### config.mk
export PLATFORM = sky130hd
export DESIGN_NAME = accessory_link_control_top_flat
export DESIGN_NICKNAME = d
export VERILOG_FILES = /design/src/alc_pkg.sv /design/src/alc_channels.sv /design/src/alc_csr.sv /design/src/alc_queue.sv /design/src/alc_front.sv /design/src/alc_back.sv /design/src/accessory_link_control_top.sv /design/src/flat_wrapper.sv
export VERILOG_INCLUDE_DIRS = /design/src /design/src/src
export SDC_FILE = /design/constraint.sdc
export NUM_CORES = 1
export LEC_CHECK = 0
export ABC_AREA = 1
export BUFFER_PORTS_ARGS = -buffer_cell sky130_fd_sc_hd__buf_2
export CAP_MARGIN = 20
export CORE_AREA = 5 5 197 180
export CTS_BUF_LIST = sky130_fd_sc_hd__clkbuf_4 sky130_fd_sc_hd__clkbuf_8
export DETAILED_ROUTE_END_ITERATION = 10
export DIE_AREA = 0 0 202 185
export PLACE_DENSITY = 0.76
export SLEW_MARGIN = 0
export SYNTH_ARGS = -nofsm -noshare
export SYNTH_HDL_FRONTEND = slang
export SYNTH_SLANG_ARGS = --single-unit
### constraint.sdc
create_clock -name clock -period 5.2 [get_ports clock]
set_input_delay 0.78 -clock clock [delete_from_list [all_inputs] [get_ports clock]]
set_output_delay 0.78 -clock clock [all_outputs]
set_load 0.005 [all_outputs]
### src/accessory_link_control_top_macros.svh
// assertion macros used by the accessory link control rtl
`ifndef ACCESSORY_LINK_CONTROL_TOP_MACROS_SVH
`define ACCESSORY_LINK_CONTROL_TOP_MACROS_SVH

// property checked at every edge outside reset
`define ALC_ASSERT(lbl, prop, msg) \
   lbl: assert property (@(posedge clock) disable iff (reset) (prop)) else $error(msg);

// consequence checked at the edge after the antecedent
`define ALC_ASSERT_NEXT(lbl, ante, cons, msg) \
   lbl: assert property (@(posedge clock) disable iff (reset) (ante) |=> (cons)) else $error(msg);

`endif

### src/alc_pkg.sv
// types, constants and codes of the accessory link control block
`timescale 1ns / 1ps
package alc_pkg;

   localparam int ProfileCount  = 8;
   localparam int LinkProfileId = 1;
   localparam int BaudCount     = 12;

   localparam int CsrAddrWidth  = 5;
   localparam int CsrDataWidth  = 32;

   typedef enum logic [2:0] {
      OP_FRAME      = 3'd0,
      OP_TICK       = 3'd1,
      OP_SEND_FAIL  = 3'd2,
      OP_DISCONNECT = 3'd3,
      OP_READ_ABORT = 3'd4
   } op_type;

   localparam logic [1:0] LINK_TYPE_NONE     = 2'd0;
   localparam logic [1:0] LINK_TYPE_STATUS   = 2'd1;
   localparam logic [1:0] LINK_TYPE_PROFILES = 2'd2;
   localparam logic [1:0] LINK_TYPE_BAUD     = 2'd3;

   localparam logic [7:0] STATUS_OK         = 8'd0;
   localparam logic [7:0] STATUS_BAUD       = 8'd1;
   localparam logic [7:0] STATUS_DISCONNECT = 8'd2;

   localparam logic [2:0] REG_STRIKE_LIMIT  = 3'd0;
   localparam logic [2:0] REG_STATUS_CHECK  = 3'd1;
   localparam logic [2:0] REG_CONNECT_GAP   = 3'd2;
   localparam logic [2:0] REG_STATUS_GAP    = 3'd3;
   localparam logic [2:0] REG_PROTOCOL_VER  = 3'd4;

   localparam logic [2:0] STRIKE_MAX = 3'd7;

   typedef struct packed {
      logic [2:0] strike_limit;
      logic [7:0] status_check_seconds;
      logic [7:0] connect_gap_seconds;
      logic [7:0] status_gap_seconds;
      logic [7:0] protocol_version;
   } cfg_type;

   localparam cfg_type CFG_RESET = '{
      strike_limit:         3'd3,
      status_check_seconds: 8'd5,
      connect_gap_seconds:  8'd1,
      status_gap_seconds:   8'd5,
      protocol_version:     8'd1
   };

   typedef struct packed {
      op_type      op;
      logic        frame_ok;
      logic        type_small;
      logic [1:0]  type_lo;
      logic [7:0]  status_byte;
      logic        len_odd;
      logic        baud_ok;
      logic [31:0] profiles;
      logic        connect_cond;
      logic        status_cond;
      logic [31:0] now_seconds;
      logic        contention;
   } item_type;

   typedef struct packed {
      logic        send_valid;
      logic [1:0]  send_type;
      logic        baud_valid;
      logic [3:0]  baud_index;
      logic        conn_valid;
      logic        conn_value;
      logic        frame_accepted;
      logic        control_active;
      logic [31:0] profile_mask;
   } result_type;

endpackage

### src/alc_channels.sv
// event and result channel interfaces
`timescale 1ns / 1ps
interface alc_req_if;
   logic        valid;
   logic        ready;
   logic [2:0]  op;
   logic        rx_ok;
   logic [7:0]  rx_length;
   logic [7:0]  rx_version;
   logic [7:0]  rx_type;
   logic [31:0] rx_payload;
   logic [31:0] now_seconds;
   logic        link_up;
   logic        accessory_present;
   logic        transport_ready;
   logic [31:0] idle_seconds;
   logic        bus_contention;

   modport source (
      output valid, op, rx_ok, rx_length, rx_version, rx_type, rx_payload, now_seconds,
             link_up, accessory_present, transport_ready, idle_seconds, bus_contention,
      input  ready
   );
   modport sink (
      input  valid, op, rx_ok, rx_length, rx_version, rx_type, rx_payload, now_seconds,
             link_up, accessory_present, transport_ready, idle_seconds, bus_contention,
      output ready
   );
endinterface

interface alc_rsp_if;
   logic        valid;
   logic        ready;
   logic        send_valid;
   logic [1:0]  send_type;
   logic        baud_valid;
   logic [3:0]  baud_index;
   logic        conn_valid;
   logic        conn_value;
   logic        frame_accepted;
   logic        control_active;
   logic [31:0] profile_mask;

   modport source (
      output valid, send_valid, send_type, baud_valid, baud_index, conn_valid, conn_value,
             frame_accepted, control_active, profile_mask,
      input  ready
   );
   modport sink (
      input  valid, send_valid, send_type, baud_valid, baud_index, conn_valid, conn_value,
             frame_accepted, control_active, profile_mask,
      output ready
   );
endinterface

### src/alc_csr.sv
// apb configuration registers
`timescale 1ns / 1ps
module alc_csr (
   input  logic                               clock,
   input  logic                               reset,
   input  logic                               psel,
   input  logic                               penable,
   input  logic                               pwrite,
   input  logic [alc_pkg::CsrAddrWidth-1:0]   paddr,
   input  logic [alc_pkg::CsrDataWidth-1:0]   pwdata,
   output logic [alc_pkg::CsrDataWidth-1:0]   prdata,
   output logic                               pready,
   output alc_pkg::cfg_type                   cfg
);
   import alc_pkg::*;

   cfg_type    cfg_ff, cfg_in;
   logic [2:0] reg_sel;
   logic       wr_en;

   assign reg_sel = paddr[CsrAddrWidth-1:2];
   assign wr_en   = psel && penable && pwrite;
   assign pready  = 1'b1;
   assign cfg     = cfg_ff;

   always_comb begin
      cfg_in = cfg_ff;
      if (wr_en) begin
         unique case (reg_sel)
            REG_STRIKE_LIMIT: cfg_in.strike_limit         = pwdata[2:0];
            REG_STATUS_CHECK: cfg_in.status_check_seconds = pwdata[7:0];
            REG_CONNECT_GAP:  cfg_in.connect_gap_seconds  = pwdata[7:0];
            REG_STATUS_GAP:   cfg_in.status_gap_seconds   = pwdata[7:0];
            REG_PROTOCOL_VER: cfg_in.protocol_version     = pwdata[7:0];
            default:          cfg_in = cfg_ff;
         endcase
      end
   end

   always_comb begin
      unique case (reg_sel)
         REG_STRIKE_LIMIT: prdata = {29'd0, cfg_ff.strike_limit};
         REG_STATUS_CHECK: prdata = {24'd0, cfg_ff.status_check_seconds};
         REG_CONNECT_GAP:  prdata = {24'd0, cfg_ff.connect_gap_seconds};
         REG_STATUS_GAP:   prdata = {24'd0, cfg_ff.status_gap_seconds};
         REG_PROTOCOL_VER: prdata = {24'd0, cfg_ff.protocol_version};
         default:          prdata = '0;
      endcase
   end

   always_ff @(posedge clock) begin
      if (reset) begin
         cfg_ff <= CFG_RESET;
      end else begin
         cfg_ff <= cfg_in;
      end
   end

endmodule

### src/alc_queue.sv
// two-word queue between event classification and execution
`timescale 1ns / 1ps
module alc_queue (
   input  logic               clock,
   input  logic               reset,
   input  logic               push,
   input  alc_pkg::item_type  push_item,
   output logic               not_full,
   input  logic               pop,
   output logic               out_valid,
   output alc_pkg::item_type  out_item
);
   import alc_pkg::*;

   item_type   slot_ff [2];
   logic       wr_ptr_ff, wr_ptr_in;
   logic       rd_ptr_ff, rd_ptr_in;
   logic [1:0] count_ff, count_in;

   assign not_full  = (count_ff != 2'd2);
   assign out_valid = (count_ff != 2'd0);
   assign out_item  = slot_ff[rd_ptr_ff];

   always_comb begin
      wr_ptr_in = wr_ptr_ff ^ push;
      rd_ptr_in = rd_ptr_ff ^ pop;
      count_in  = count_ff + {1'b0, push} - {1'b0, pop};
   end

   always_ff @(posedge clock) begin
      if (reset) begin
         wr_ptr_ff <= 1'b0;
         rd_ptr_ff <= 1'b0;
         count_ff  <= 2'd0;
      end else begin
         wr_ptr_ff <= wr_ptr_in;
         rd_ptr_ff <= rd_ptr_in;
         count_ff  <= count_in;
      end
   end

   always_ff @(posedge clock) begin
      if (push) begin
         slot_ff[wr_ptr_ff] <= push_item;
      end
   end

endmodule

### src/alc_front.sv
// event intake: checks frame header and payload, decodes tick conditions
`timescale 1ns / 1ps
module alc_front (
   alc_req_if.sink            req_port,
   input  alc_pkg::cfg_type   cfg,
   input  logic               queue_not_full,
   output logic               push,
   output alc_pkg::item_type  push_item
);
   import alc_pkg::*;

   logic        len_ok;
   logic [7:0]  dlen;
   logic [2:0]  dlen_s;
   logic [31:0] pay;
   logic [31:0] profiles;
   logic [15:0] prof_id;

   assign req_port.ready = queue_not_full;
   assign push           = req_port.valid && queue_not_full;

   assign len_ok = (req_port.rx_length >= 8'd2) && (req_port.rx_length <= 8'd6);
   assign dlen   = req_port.rx_length - 8'd2;
   assign dlen_s = dlen[2:0];

   // bytes past the frame end read as zero
   always_comb begin
      for (int k = 0; k < 4; k++) begin
         pay[8*k +: 8] = (dlen_s > 3'(k)) ? req_port.rx_payload[8*k +: 8] : 8'd0;
      end
   end

   always_comb begin
      profiles = '0;
      prof_id  = '0;
      for (int i = 0; i < 2; i++) begin
         prof_id = pay[16*i +: 16];
         if ((dlen_s >= 3'(2*i+2)) && (prof_id != 16'd0) && (prof_id < 16'(ProfileCount))
               && (prof_id != 16'(LinkProfileId)) && (prof_id < 16'd32)) begin
            profiles[prof_id[4:0]] = 1'b1;
         end
      end
   end

   always_comb begin
      push_item.op           = op_type'(req_port.op);
      push_item.frame_ok     = req_port.rx_ok && len_ok
                               && (req_port.rx_version == cfg.protocol_version);
      push_item.type_small   = (req_port.rx_type[7:2] == 6'd0);
      push_item.type_lo      = req_port.rx_type[1:0];
      push_item.status_byte  = pay[7:0];
      push_item.len_odd      = dlen_s[0];
      push_item.baud_ok      = (pay[7:0] < 8'(BaudCount));
      push_item.profiles     = profiles;
      push_item.connect_cond = !req_port.link_up && req_port.accessory_present
                               && req_port.transport_ready;
      push_item.status_cond  = (req_port.idle_seconds > {24'd0, cfg.status_check_seconds});
      push_item.now_seconds  = req_port.now_seconds;
      push_item.contention   = req_port.bus_contention;
   end

endmodule

### src/alc_back.sv
// event execution: link state, strikes, rate limits and result register
`timescale 1ns / 1ps
module alc_back (
   input  logic               clock,
   input  logic               reset,
   input  alc_pkg::cfg_type   cfg,
   input  logic               q_valid,
   input  alc_pkg::item_type  q_item,
   output logic               pop,
   alc_rsp_if.source          rsp_port
);
   import alc_pkg::*;

   `include "accessory_link_control_top_macros.svh"

   logic [2:0]  strike_ff, strike_in;
   logic [31:0] prof_ff, prof_in;
   logic [1:0]  last_ff, last_in;
   logic        pend_ff, pend_in;
   logic [31:0] lct_ff, lct_in;
   logic [31:0] lst_ff, lst_in;
   logic        rsp_valid_ff, rsp_valid_in;
   result_type  rsp_ff, res;

   logic        reject, do_drop, do_strike, do_send;
   logic [1:0]  send_code;
   logic [2:0]  strike_sat;
   logic        connect_due, status_due;

   assign pop          = q_valid && (!rsp_valid_ff || rsp_port.ready);
   assign rsp_valid_in = pop || (rsp_valid_ff && !rsp_port.ready);

   assign connect_due = ({1'b0, q_item.now_seconds} >
                         ({1'b0, lct_ff} + {25'd0, cfg.connect_gap_seconds}));
   assign status_due  = ({1'b0, q_item.now_seconds} >
                         ({1'b0, lst_ff} + {25'd0, cfg.status_gap_seconds}));
   assign reject = !q_item.frame_ok || !q_item.type_small || (q_item.type_lo != last_ff);

   always_comb begin
      strike_in  = strike_ff;
      prof_in    = prof_ff;
      last_in    = last_ff;
      pend_in    = pend_ff;
      lct_in     = lct_ff;
      lst_in     = lst_ff;
      res        = '0;
      do_drop    = 1'b0;
      do_strike  = 1'b0;
      do_send    = 1'b0;
      send_code  = LINK_TYPE_NONE;
      strike_sat = strike_ff;
      unique case (q_item.op)
         OP_FRAME: begin
            pend_in = 1'b0;
            if (reject) begin
               if (last_ff == LINK_TYPE_STATUS) begin
                  do_strike = 1'b1;
               end else if (prof_ff == '0) begin
                  do_drop = 1'b1;
               end
            end else begin
               strike_in = '0;
               unique case (q_item.type_lo)
                  LINK_TYPE_STATUS: begin
                     unique case (q_item.status_byte)
                        STATUS_OK: begin
                           res.conn_valid     = 1'b1;
                           res.conn_value     = 1'b1;
                           res.frame_accepted = 1'b1;
                        end
                        STATUS_BAUD: begin
                           do_send            = 1'b1;
                           send_code          = LINK_TYPE_BAUD;
                           res.frame_accepted = 1'b1;
                        end
                        STATUS_DISCONNECT: begin
                           do_drop            = 1'b1;
                           res.frame_accepted = 1'b1;
                        end
                        default: do_drop = 1'b1;
                     endcase
                  end
                  LINK_TYPE_PROFILES: begin
                     if (q_item.len_odd || (q_item.profiles == '0)) begin
                        do_drop = 1'b1;
                     end else begin
                        prof_in            = q_item.profiles;
                        do_send            = 1'b1;
                        send_code          = LINK_TYPE_STATUS;
                        res.frame_accepted = 1'b1;
                     end
                  end
                  LINK_TYPE_BAUD: begin
                     if (!q_item.baud_ok) begin
                        do_drop = 1'b1;
                     end else begin
                        res.baud_valid     = 1'b1;
                        res.baud_index     = q_item.status_byte[3:0];
                        do_send            = 1'b1;
                        send_code          = LINK_TYPE_STATUS;
                        res.frame_accepted = 1'b1;
                     end
                  end
                  default: do_drop = 1'b1;
               endcase
            end
         end
         OP_TICK: begin
            if (q_item.connect_cond) begin
               res.control_active = 1'b1;
               if (connect_due) begin
                  lct_in         = q_item.now_seconds;
                  do_send        = 1'b1;
                  send_code      = LINK_TYPE_PROFILES;
                  res.baud_valid = 1'b1;
                  res.baud_index = 4'd0;
               end
            end else if (q_item.status_cond) begin
               res.control_active = 1'b1;
               if (status_due) begin
                  do_send   = 1'b1;
                  send_code = LINK_TYPE_STATUS;
                  do_strike = q_item.contention;
                  lst_in    = q_item.now_seconds;
               end
            end
         end
         OP_SEND_FAIL: begin
            pend_in = 1'b0;
            do_drop = 1'b1;
         end
         OP_DISCONNECT: do_drop = 1'b1;
         OP_READ_ABORT: pend_in = 1'b0;
         default: res = '0;
      endcase

      if (do_strike) begin
         strike_sat = (strike_in == STRIKE_MAX) ? STRIKE_MAX : strike_in + 3'd1;
         strike_in  = strike_sat;
         if (strike_sat >= cfg.strike_limit) begin
            do_drop = 1'b1;
         end
      end
      if (do_send) begin
         last_in       = send_code;
         pend_in       = 1'b1;
         res.send_valid = 1'b1;
         res.send_type  = send_code;
      end
      if (do_drop) begin
         strike_in      = '0;
         prof_in        = '0;
         res.baud_valid = 1'b1;
         res.baud_index = 4'd0;
         res.conn_valid = 1'b1;
         res.conn_value = 1'b0;
      end
      res.profile_mask = prof_in;
   end

   always_ff @(posedge clock) begin
      if (reset) begin
         strike_ff    <= '0;
         prof_ff      <= '0;
         last_ff      <= LINK_TYPE_NONE;
         pend_ff      <= 1'b0;
         lct_ff       <= '0;
         lst_ff       <= '0;
         rsp_valid_ff <= 1'b0;
      end else begin
         rsp_valid_ff <= rsp_valid_in;
         if (pop) begin
            strike_ff <= strike_in;
            prof_ff   <= prof_in;
            last_ff   <= last_in;
            pend_ff   <= pend_in;
            lct_ff    <= lct_in;
            lst_ff    <= lst_in;
         end
      end
   end

   always_ff @(posedge clock) begin
      if (pop) begin
         rsp_ff <= res;
      end
   end

   assign rsp_port.valid          = rsp_valid_ff;
   assign rsp_port.send_valid     = rsp_ff.send_valid;
   assign rsp_port.send_type      = rsp_ff.send_type;
   assign rsp_port.baud_valid     = rsp_ff.baud_valid;
   assign rsp_port.baud_index     = rsp_ff.baud_index;
   assign rsp_port.conn_valid     = rsp_ff.conn_valid;
   assign rsp_port.conn_value     = rsp_ff.conn_value;
   assign rsp_port.frame_accepted = rsp_ff.frame_accepted;
   assign rsp_port.control_active = rsp_ff.control_active;
   assign rsp_port.profile_mask   = rsp_ff.profile_mask;

   `ALC_ASSERT_NEXT(a_frame_clears_pending, pop && (q_item.op == OP_FRAME) && !res.send_valid, !pend_ff, "frame word left a read pending")
   `ALC_ASSERT_NEXT(a_send_sets_pending, pop && res.send_valid, pend_ff && (last_ff == rsp_ff.send_type), "send not recorded")
   `ALC_ASSERT(a_send_has_type, (rsp_valid_ff && rsp_ff.send_valid) |-> (rsp_ff.send_type != LINK_TYPE_NONE), "send word without a type")
   `ALC_ASSERT(a_drop_clears_mask, (rsp_valid_ff && rsp_ff.conn_valid && !rsp_ff.conn_value) |-> (rsp_ff.profile_mask == '0), "disconnect kept profiles")

endmodule

### src/accessory_link_control_top.sv
// accessory link control: top level
//
// events enter on req_port (valid/ready), one word per event: a response
// frame, a control tick, a send failure, an external disconnect or an
// aborted read. every event gives exactly one result word on rsp_port
// (valid/ready), in order: send request, baud change, connection update,
// frame and tick flags, and the supported profile mask after the event.
// the apb port (psel, penable, pwrite, paddr, pwdata, prdata, pready) holds
// strike limit, status check time, connect and status gaps and the
// expected protocol version at byte addresses 0, 4, 8, 12 and 16.
// an event word is classified in the same cycle it is accepted and queued
// in a two-word queue; the executing stage takes one word per cycle while
// rsp_port is not stalled and registers the result, and a new event is
// accepted every cycle while the queue has room.
// when rsp_port stalls the result register holds, the queue fills and
// req_port.ready drops once both queue words are taken.
// synchronous reset clears link state and queue and restores the register
// defaults; the block is ready as soon as reset is released.
`timescale 1ns / 1ps
module accessory_link_control_top (
   input  logic                               clock,
   input  logic                               reset,
   alc_req_if.sink                            req_port,
   alc_rsp_if.source                          rsp_port,
   input  logic                               psel,
   input  logic                               penable,
   input  logic                               pwrite,
   input  logic [alc_pkg::CsrAddrWidth-1:0]   paddr,
   input  logic [alc_pkg::CsrDataWidth-1:0]   pwdata,
   output logic [alc_pkg::CsrDataWidth-1:0]   prdata,
   output logic                               pready
);
   import alc_pkg::*;

   cfg_type  cfg;
   logic     push, not_full, pop, q_valid;
   item_type push_item, q_item;

   alc_csr u_csr (
      .clock   (clock),
      .reset   (reset),
      .psel    (psel),
      .penable (penable),
      .pwrite  (pwrite),
      .paddr   (paddr),
      .pwdata  (pwdata),
      .prdata  (prdata),
      .pready  (pready),
      .cfg     (cfg)
   );

   alc_front u_front (
      .req_port       (req_port),
      .cfg            (cfg),
      .queue_not_full (not_full),
      .push           (push),
      .push_item      (push_item)
   );

   alc_queue u_queue (
      .clock     (clock),
      .reset     (reset),
      .push      (push),
      .push_item (push_item),
      .not_full  (not_full),
      .pop       (pop),
      .out_valid (q_valid),
      .out_item  (q_item)
   );

   alc_back u_back (
      .clock    (clock),
      .reset    (reset),
      .cfg      (cfg),
      .q_valid  (q_valid),
      .q_item   (q_item),
      .pop      (pop),
      .rsp_port (rsp_port)
   );

endmodule

### src/flat_wrapper.sv
// flat-port wrapper written by rule: the top's interface ports become plain ports
module accessory_link_control_top_flat import alc_pkg::*;
  (clock, reset, psel, penable, pwrite, paddr, pwdata, prdata, pready, req_port_valid, req_port_op, req_port_rx_ok, req_port_rx_length, req_port_rx_version, req_port_rx_type, req_port_rx_payload, req_port_now_seconds, req_port_link_up, req_port_accessory_present, req_port_transport_ready, req_port_idle_seconds, req_port_bus_contention, req_port_ready, rsp_port_valid, rsp_port_send_valid, rsp_port_send_type, rsp_port_baud_valid, rsp_port_baud_index, rsp_port_conn_valid, rsp_port_conn_value, rsp_port_frame_accepted, rsp_port_control_active, rsp_port_profile_mask, rsp_port_ready);
  alc_req_if req_port_i ();
  alc_rsp_if rsp_port_i ();
  input  logic clock;
  input  logic reset;
  input  logic psel;
  input  logic penable;
  input  logic pwrite;
  input  logic [alc_pkg::CsrAddrWidth-1:0] paddr;
  input  logic [alc_pkg::CsrDataWidth-1:0] pwdata;
  output logic [alc_pkg::CsrDataWidth-1:0] prdata;
  output logic pready;
  input wire logic [$bits(req_port_i.valid)-1:0] req_port_valid;
  input wire logic [$bits(req_port_i.op)-1:0] req_port_op;
  input wire logic [$bits(req_port_i.rx_ok)-1:0] req_port_rx_ok;
  input wire logic [$bits(req_port_i.rx_length)-1:0] req_port_rx_length;
  input wire logic [$bits(req_port_i.rx_version)-1:0] req_port_rx_version;
  input wire logic [$bits(req_port_i.rx_type)-1:0] req_port_rx_type;
  input wire logic [$bits(req_port_i.rx_payload)-1:0] req_port_rx_payload;
  input wire logic [$bits(req_port_i.now_seconds)-1:0] req_port_now_seconds;
  input wire logic [$bits(req_port_i.link_up)-1:0] req_port_link_up;
  input wire logic [$bits(req_port_i.accessory_present)-1:0] req_port_accessory_present;
  input wire logic [$bits(req_port_i.transport_ready)-1:0] req_port_transport_ready;
  input wire logic [$bits(req_port_i.idle_seconds)-1:0] req_port_idle_seconds;
  input wire logic [$bits(req_port_i.bus_contention)-1:0] req_port_bus_contention;
  output wire logic [$bits(req_port_i.ready)-1:0] req_port_ready;
  output wire logic [$bits(rsp_port_i.valid)-1:0] rsp_port_valid;
  output wire logic [$bits(rsp_port_i.send_valid)-1:0] rsp_port_send_valid;
  output wire logic [$bits(rsp_port_i.send_type)-1:0] rsp_port_send_type;
  output wire logic [$bits(rsp_port_i.baud_valid)-1:0] rsp_port_baud_valid;
  output wire logic [$bits(rsp_port_i.baud_index)-1:0] rsp_port_baud_index;
  output wire logic [$bits(rsp_port_i.conn_valid)-1:0] rsp_port_conn_valid;
  output wire logic [$bits(rsp_port_i.conn_value)-1:0] rsp_port_conn_value;
  output wire logic [$bits(rsp_port_i.frame_accepted)-1:0] rsp_port_frame_accepted;
  output wire logic [$bits(rsp_port_i.control_active)-1:0] rsp_port_control_active;
  output wire logic [$bits(rsp_port_i.profile_mask)-1:0] rsp_port_profile_mask;
  input wire logic [$bits(rsp_port_i.ready)-1:0] rsp_port_ready;
  assign req_port_i.valid = req_port_valid;
  assign req_port_i.op = req_port_op;
  assign req_port_i.rx_ok = req_port_rx_ok;
  assign req_port_i.rx_length = req_port_rx_length;
  assign req_port_i.rx_version = req_port_rx_version;
  assign req_port_i.rx_type = req_port_rx_type;
  assign req_port_i.rx_payload = req_port_rx_payload;
  assign req_port_i.now_seconds = req_port_now_seconds;
  assign req_port_i.link_up = req_port_link_up;
  assign req_port_i.accessory_present = req_port_accessory_present;
  assign req_port_i.transport_ready = req_port_transport_ready;
  assign req_port_i.idle_seconds = req_port_idle_seconds;
  assign req_port_i.bus_contention = req_port_bus_contention;
  assign req_port_ready = req_port_i.ready;
  assign rsp_port_valid = rsp_port_i.valid;
  assign rsp_port_send_valid = rsp_port_i.send_valid;
  assign rsp_port_send_type = rsp_port_i.send_type;
  assign rsp_port_baud_valid = rsp_port_i.baud_valid;
  assign rsp_port_baud_index = rsp_port_i.baud_index;
  assign rsp_port_conn_valid = rsp_port_i.conn_valid;
  assign rsp_port_conn_value = rsp_port_i.conn_value;
  assign rsp_port_frame_accepted = rsp_port_i.frame_accepted;
  assign rsp_port_control_active = rsp_port_i.control_active;
  assign rsp_port_profile_mask = rsp_port_i.profile_mask;
  assign rsp_port_i.ready = rsp_port_ready;
  accessory_link_control_top u_core (.clock(clock), .reset(reset), .req_port(req_port_i), .rsp_port(rsp_port_i), .psel(psel), .penable(penable), .pwrite(pwrite), .paddr(paddr), .pwdata(pwdata), .prdata(prdata), .pready(pready));
endmodule
* Yosys cells after proc, flatten, opt, wreduce, memory -nomap -nowiden
Memory sizes are Yosys's and may differ from the RTL's. A register that Yosys moved wholly into a read port is not among the register bits. Cells that the tools add are included.
Operators by class: reduce and logical (&&, ||, !) cells 52, $add $sub $neg 6, $lt $le $gt $ge 21, bitwise logic cells 6, multiplexer cells 74, equal/unequal tests 19
Operators with widths (count):
- $mux 32 | 7
- $add 32x8->33 | 2
- $gt 32x33->1 | 2
- $logic_not 32->1 | 2
- $mux 8 | 5
- $pmux 8 s5 | 1
- $gt 32x8->1 | 1
- $lt 16x4->1 const B | 2
- $lt 16x6->1 const B | 2
- $mux 1 | 32
- $ne 16x1->1 const B | 2
- $or 32x32->32 | 1
- $reduce_bool 16->1 | 2
- $mux 3 | 7
- $logic_and 1x1->1 | 20
- $mux 5 | 4
- $mux 2 | 7
- $eq 3x2->1 const B | 4
- $lt 5x6->1 const B | 2
- $reduce_and 2->1 | 6
- $demux 1 s5 | 2
- $ge 5x1->1 const B | 2
- $pmux 5 s2 | 1
- $pmux 1 s3 | 3
- other kinds (37) | 59
Storage, ports and cells: logic and storage cells 202, bits in writable memories 168, memories 1, output and inout bits 79, register bits 185, bits of input ports 172
Memories:
- u_core.u_queue.slot_ff | words 2, bits a word 84, read ports 1, clocked after memory_dff 1, write ports 1, RTL line alc_queue.sv:15 | item_type slot_ff [2];

* Longest topological paths before layout
word-level depth 11, gate-level depth with buffers 33, gate-level depth less buffers 32

* Modules after synthesis
Synthesis repeated with hierarchy kept, for this count alone.
Second synthesis, totals: cell total of the unflattened synthesis 2092, area, all modules 19144.6 um2
Modules (own cells, without submodules):
- alc_back | area each 9396.5 um2, seq. area each 3363.2 um2, instances 1, cells an instance 1225
- alc_queue | area each 6278.5 um2, seq. area each 5124.9 um2, instances 1, cells an instance 288
- alc_csr | area each 1966.9 um2, seq. area each 700.7 um2, instances 1, cells an instance 318
- alc_front | area each 1502.7 um2, seq. area each 0.0 um2, instances 1, cells an instance 261

* Least setup slack after synthesis
Ideal clock, no wire load.
path kind register to register, start point reg u_core.u_csr.cfg_ff (netlist bit u_core.u_csr.cfg[8]), end point reg u_core.u_back.rsp_ff (netlist bit u_core.u_back.rsp_port.baud_valid), data pin, arrival 3.685 ns, setup time 0.263 ns, setup slack 1.252 ns, stages on the path, launching flop included 25, buffers on the path 1, cell sequence dfxtp_1 > ha_1 > fa_1 > nand3_1 > nand2_1 > a31oi_1 > o21ai_1 > inv_1 > nor3_1 > inv_1 > nor2_1 > nand4_1 > nor3_1 > xor2_1 > ha_1 > and3_1 > nand4_1 > nand4_1 > nor2_1 > nand3_1 > nand2_1 > nand2_1 > nand2_4 > buf_6 > nand3_1
Between the ends: cells in the longest elaborated chain, start to end 7
RTL lines:
- start, declared | RTL line alc_csr.sv:17 | cfg_type cfg_ff, cfg_in;
- start signal, assigned | RTL line alc_csr.sv:55 | cfg_ff <= cfg_in;
- $add 32x8->33 | RTL line alc_back.sv:36 | ({1'b0, lst_ff} + {25'd0, cfg.status_gap_seconds}));
- $gt 32x33->1 | RTL line alc_back.sv:35 | assign status_due = ({1'b0, q_item.now_seconds} >
- $mux 1 | RTL line alc_back.sv:120 | if (status_due) begin
- $mux 1 | RTL line alc_back.sv:118 | end else if (q_item.status_cond) begin
- $mux 1 | RTL line alc_back.sv:109 | if (q_item.connect_cond) begin
- $pmux 1 s2 | RTL line alc_back.sv:52 | unique case (q_item.op)
- $mux 1 | RTL line alc_back.sv:137 | if (do_strike) begin
- end signal, assigned | RTL line alc_back.sv:185 | rsp_ff <= res;
- end, declared | RTL line alc_back.sv:23 | result_type rsp_ff, res;
No other way between the ends. A chain may end at the register's enable or synchronous reset.

* Worst setup path after layout
start point reg u_core.u_csr.cfg_ff (netlist bit u_core.u_csr.cfg[10]), end point reg u_core.u_back.rsp_ff (netlist bit u_core.u_back.rsp_port.profile_mask[20]), data pin
Between the ends: cells in the longest elaborated chain, start to end 8
RTL lines:
- $add 32x8->33 | RTL line alc_back.sv:36
- $gt 32x33->1 | RTL line alc_back.sv:35
- $mux 1 | RTL line alc_back.sv:120
- $mux 1 | RTL line alc_back.sv:118
- $mux 1 | RTL line alc_back.sv:109
- $pmux 1 s2 | RTL line alc_back.sv:52
- $mux 1 | RTL line alc_back.sv:137
- $mux 32 | RTL line alc_back.sv:150 | if (do_drop) begin
- named net u_core.u_back.prof_in[20] | RTL line alc_back.sv:17 | logic [31:0] prof_ff, prof_in;
The timed path passes the listed nets, and every way through them passes these cells.

==> impl_summary.log <==
[metrics] status: finished, final reports clean
[metrics] DIE AREA: roughly 37000 sq um
[metrics] first-pass GRT wire length: 73.3 mm
[metrics] kind of launch point of the worst setup path: flop
[metrics] global routing usage summed across all routing layers: 23.9%
[metrics] Routed wire per std cell: roughly 16 um
[metrics] vertical die dimension: 185 um
[metrics] GR met2 Demand/Resource: 38.9%
[metrics] Worst Hold Launch: req_port_now_seconds[7]
[metrics] clock tree buffer depth: 3
[metrics] total number of yosys warnings: 0
[metrics] proportion of register bits with asynchronous set or reset after synthesis: 0%
[metrics] sequential-to-total area share from yosys stat: roughly half
[metrics] global-route layer with the greatest usage: met2
[metrics] slowest library cell on the worst path: sky130_fd_sc_hd__ha_1
[metrics] crit end category: flop
[metrics] Hold WC Path Type: in -> reg
[metrics] power density over cell area: between 400 and 500 nW/um^2
[metrics] synthesized cell area: ~18000 sq um
[metrics] final core utilization: 62.3%
[metrics] clock tree from TritonCTS: built
[metrics] Final Net Count: 2591
[metrics] leftover overflow at the end of global routing: 0
[metrics] number of cells produced by synthesis: about 2100
[metrics] Post-CTS Setup Inserts: 0
[metrics] fraction of layout instances using a drive strength above 1: 14.4%
[metrics] RSZ-0062 raised after global routing: no
[metrics] fin. max-slew vios: 0
[metrics] number of filler instances in the final layout: roughly 2900
[metrics] most common flop cell mapped by yosys: sky130_fd_sc_hd__edfxtp_1
[metrics] CP Class: reg -> reg
[metrics] simple-gate area share of the yosys netlist: 20.0%
[metrics] total power: 0.00972 W
[metrics] post-synthesis register bit count: 353
[metrics] CP Data Arrival Time: roughly 5000 ps
[metrics] Lkg Pwr: 8.79 nW
[metrics] Clock Pin Slew Worst Setup and Hold Paths: 70 ps
[metrics] total iterations of the first detailed-routing run: 6
[metrics] antenna violations before repair: 1
[metrics] adder-cell share of the synthesized area: 7.16%
[metrics] Inserted Diodes: 0
[metrics] grt met1 use: 33.4%
[metrics] number of clock sinks seen by CTS: 353
[metrics] setup slack on the worst flop-to-flop path: 560 ps
[metrics] FF-to-FF Start: u_core.u_csr.cfg[10]
[metrics] number of clock buffers inserted by TritonCTS: 58
[metrics] Post-Route Skew: between 30 and 40 ps
[metrics] half-perimeter wire length of the detailed placement result: 32.6 mm
[metrics] Slew @ Worst Pin: 1090 ps
[metrics] data required time at the worst endpoint: 5570 ps
[metrics] largest net degree at the start of global routing: 97
[metrics] global placement routability congestion: 0.941
[metrics] crit-path max cell delay: 350 ps
[metrics] Worst setup startpoint: u_core.u_csr.cfg[10]
[metrics] Antenna Nets Post-Route: 0
[metrics] number of rows in the core area: 64
[metrics] Post-Route WL: 45.9 mm
[metrics] number of remaining DRC errors: 0
[metrics] post-cts resize count: 0
[metrics] number of endpoints failing setup at the final stage: 0
[metrics] worst-path maximum fanout: 36
[metrics] Rel. slew slack: 26.9%
[metrics] cell chosen for the clock root: sky130_fd_sc_hd__clkbuf_8
[metrics] post-route setup TNS: 0 ps
[metrics] vias in the first global route: 14600
[metrics] relative area change from synthesis to final layout: 15.4%
[metrics] synth unique cells: 53
[metrics] effective utilization at floorplan: 54.0%
[metrics] DR vias: 15100
[metrics] Die X-Extent: 202 um
[metrics] mux contribution to synthesized area: 0.111%
[metrics] number of ports placed on the die boundary: 251
[metrics] highest clock rate: 0.216 GHz
[metrics] worst hold slack: roughly 360 ps
[metrics] crit share post-route: 89.2%
[metrics] final hold violation count: 0
[metrics] 1st-iter DRT viols: around 1000
[metrics] most prevalent standard cell on the critical path: sky130_fd_sc_hd__nand2_1
[metrics] max-cap check violation count: 0
[metrics] number of vias per cell: 5.40
[metrics] largest family of logic cells by synthesized area: simple AND/OR/NAND/NOR gates
[metrics] total of buffers placed on input and output ports: 199
[metrics] count of flip-flops with a built-in enable after synthesis: ~210
[metrics] synthesized area per cell: 8.74 sq um
[metrics] synthesized-area fraction occupied by xor and xnor cells: 2.87%
[metrics] clock period minus final worst setup slack: 4640 ps
[metrics] share of the synthesized area in compound gates (AO/OA/AOI/OAI): around 11%
[metrics] met3 Usage GRT: 4.36%
[metrics] maximum vdd drop: 0.296 mV
[metrics] H-tree lvl count: 2
[metrics] core area: 33400 sq um
[metrics] insertion delay of the later-clocked pin in the worst-skew pair: just over 600 ps
[metrics] hold_buf cts: 0
==> cell families (layout without fill, tap and decap cells) <==
group,Yosys count,count (layout)
adder cells (fa/ha/maj),102,102
AO/OA/AOI/OAI,381,381
other,2,77
AND/OR/NAND/NOR,841,841
buffers and inverters,323,552
multiplexers,2,2
flip-flops,353,353
XOR/XNOR,59,59
==> per-stage QoR <==
stage                     instances  area, sq um  worst slack (ps)
final                          2796        20800               560
after global routing           2796        20800              45.3
after CTS                      2796        20800               275
after floorplan                2138        18300              1250
after detailed placement       2686        19500               311
after global placement         2686        19500               402
==> worst max-delay path, delay by kind of cell (launching register included) <==
family	cells	cell delay (ps)
xor+xnor	1	220
fa+ha+maj	2	650
compound gates	6	1040
buf+inv	2	180
simple gates	16	1940
flops	1	340
==> cells in the mapped netlist (12+ instances only) <==
| master | number | area [sq um] |
|---|---|---|
| sky130_fd_sc_hd__xnor2_1 | 12 | 105 |
| sky130_fd_sc_hd__nand2_1 | 506 | 1900 |
| sky130_fd_sc_hd__buf_2 | 14 | 70.1 |
| sky130_fd_sc_hd__edfxtp_1 | 212 | 6370 |
| sky130_fd_sc_hd__dfxtp_1 | 141 | 2820 |
| sky130_fd_sc_hd__xor2_1 | 47 | 412 |
| sky130_fd_sc_hd__clkbuf_1 | 44 | 165 |
| sky130_fd_sc_hd__nor3_1 | 39 | 195 |
| sky130_fd_sc_hd__ha_1 | 100 | 1250 |
| sky130_fd_sc_hd__nand4_1 | 71 | 444 |
| sky130_fd_sc_hd__o21ai_0 | 164 | 821 |
| sky130_fd_sc_hd__buf_4 | 26 | 195 |
| sky130_fd_sc_hd__nor2_1 | 120 | 450 |
| sky130_fd_sc_hd__a21oi_1 | 166 | 831 |
| sky130_fd_sc_hd__inv_1 | 225 | 845 |
| sky130_fd_sc_hd__nor4_1 | 22 | 138 |
| sky130_fd_sc_hd__nand3_1 | 58 | 290 |
==> layout by cell type (no fill, tap or decap), types with 27 or more instances in the layout <==
cell and count:
sky130_fd_sc_hd__dfxtp_1 140, sky130_fd_sc_hd__xor2_1 47, sky130_fd_sc_hd__nor3_1 38, sky130_fd_sc_hd__clkbuf_8 65, sky130_fd_sc_hd__inv_1 224, sky130_fd_sc_hd__clkbuf_4 27, sky130_fd_sc_hd__nor2_1 118, sky130_fd_sc_hd__nand3_1 55
sky130_fd_sc_hd__o21ai_0 163, sky130_fd_sc_hd__edfxtp_1 212, sky130_fd_sc_hd__nand4_1 71, sky130_fd_sc_hd__conb_1 77, sky130_fd_sc_hd__ha_1 98, sky130_fd_sc_hd__a21oi_1 166, sky130_fd_sc_hd__buf_2 199, sky130_fd_sc_hd__nand2_1 506
==> final timing paths <==
kind	endpoint	cells past startpoint
min reg2reg	u_core.u_back.lst_ff[6]	2
max	u_core.u_back.rsp_port.profile_mask[20]	27
max reg2reg	u_core.u_back.rsp_port.profile_mask[20]	27
min	u_core.u_queue.slot_ff[1][8]	1
==> power by group <==
part | leakage [nW] | internal, W | switching (W)
sequential | 3.15 | 0.00366 | 0.000267
combinational | 4.98 | 0.00103 | 0.00220
clock | 0.667 | 0.00145 | 0.00112
total | 8.79 | 0.00613 | 0.00359
==> area by class of cell <==
| type | count | area, sq um | area share, % |
|---|---|---|---|
| Timing Repair Buffer | 213 | 1140 | 5.49 |
| Clock inverter | 18 | 163 | 0.782 |
| Tap cell | 429 | 537 | 2.58 |
| Sequential cell | 353 | 9190 | 44.2 |
| Clock buffer | 92 | 1100 | 5.27 |
| Inverter | 229 | 865 | 4.15 |
| Multi-Input combinational cell | 1462 | 7820 | 37.6 |
==> layer usage <==
metal / vias to the layer above / routed length [um]
li1: 7434 / -
met1: 7098 / 20600
met2: 499 / 21300
met3: 70 / 3120
met4: 2 / 891
met5: - / 7
==> flip-flops by register name, summed over array words and instances, names as in the netlist, 2 cells and up <==
register	cells
u_core.u_back.strike_ff	3
u_core.u_queue.slot_ff	168
u_core.u_back.last_ff	2
u_core.u_back.prof_ff	32
u_core.u_queue.count_ff	2
u_core.u_back.lst_ff	32
u_core.u_back.rsp_port.profile_mask	32
u_core.u_back.rsp_port.send_type	2
u_core.u_csr.cfg	35
u_core.u_back.rsp_port.baud_index	4
u_core.u_back.lct_ff	32
Note: power is estimated with default switching activity, not from simulation.
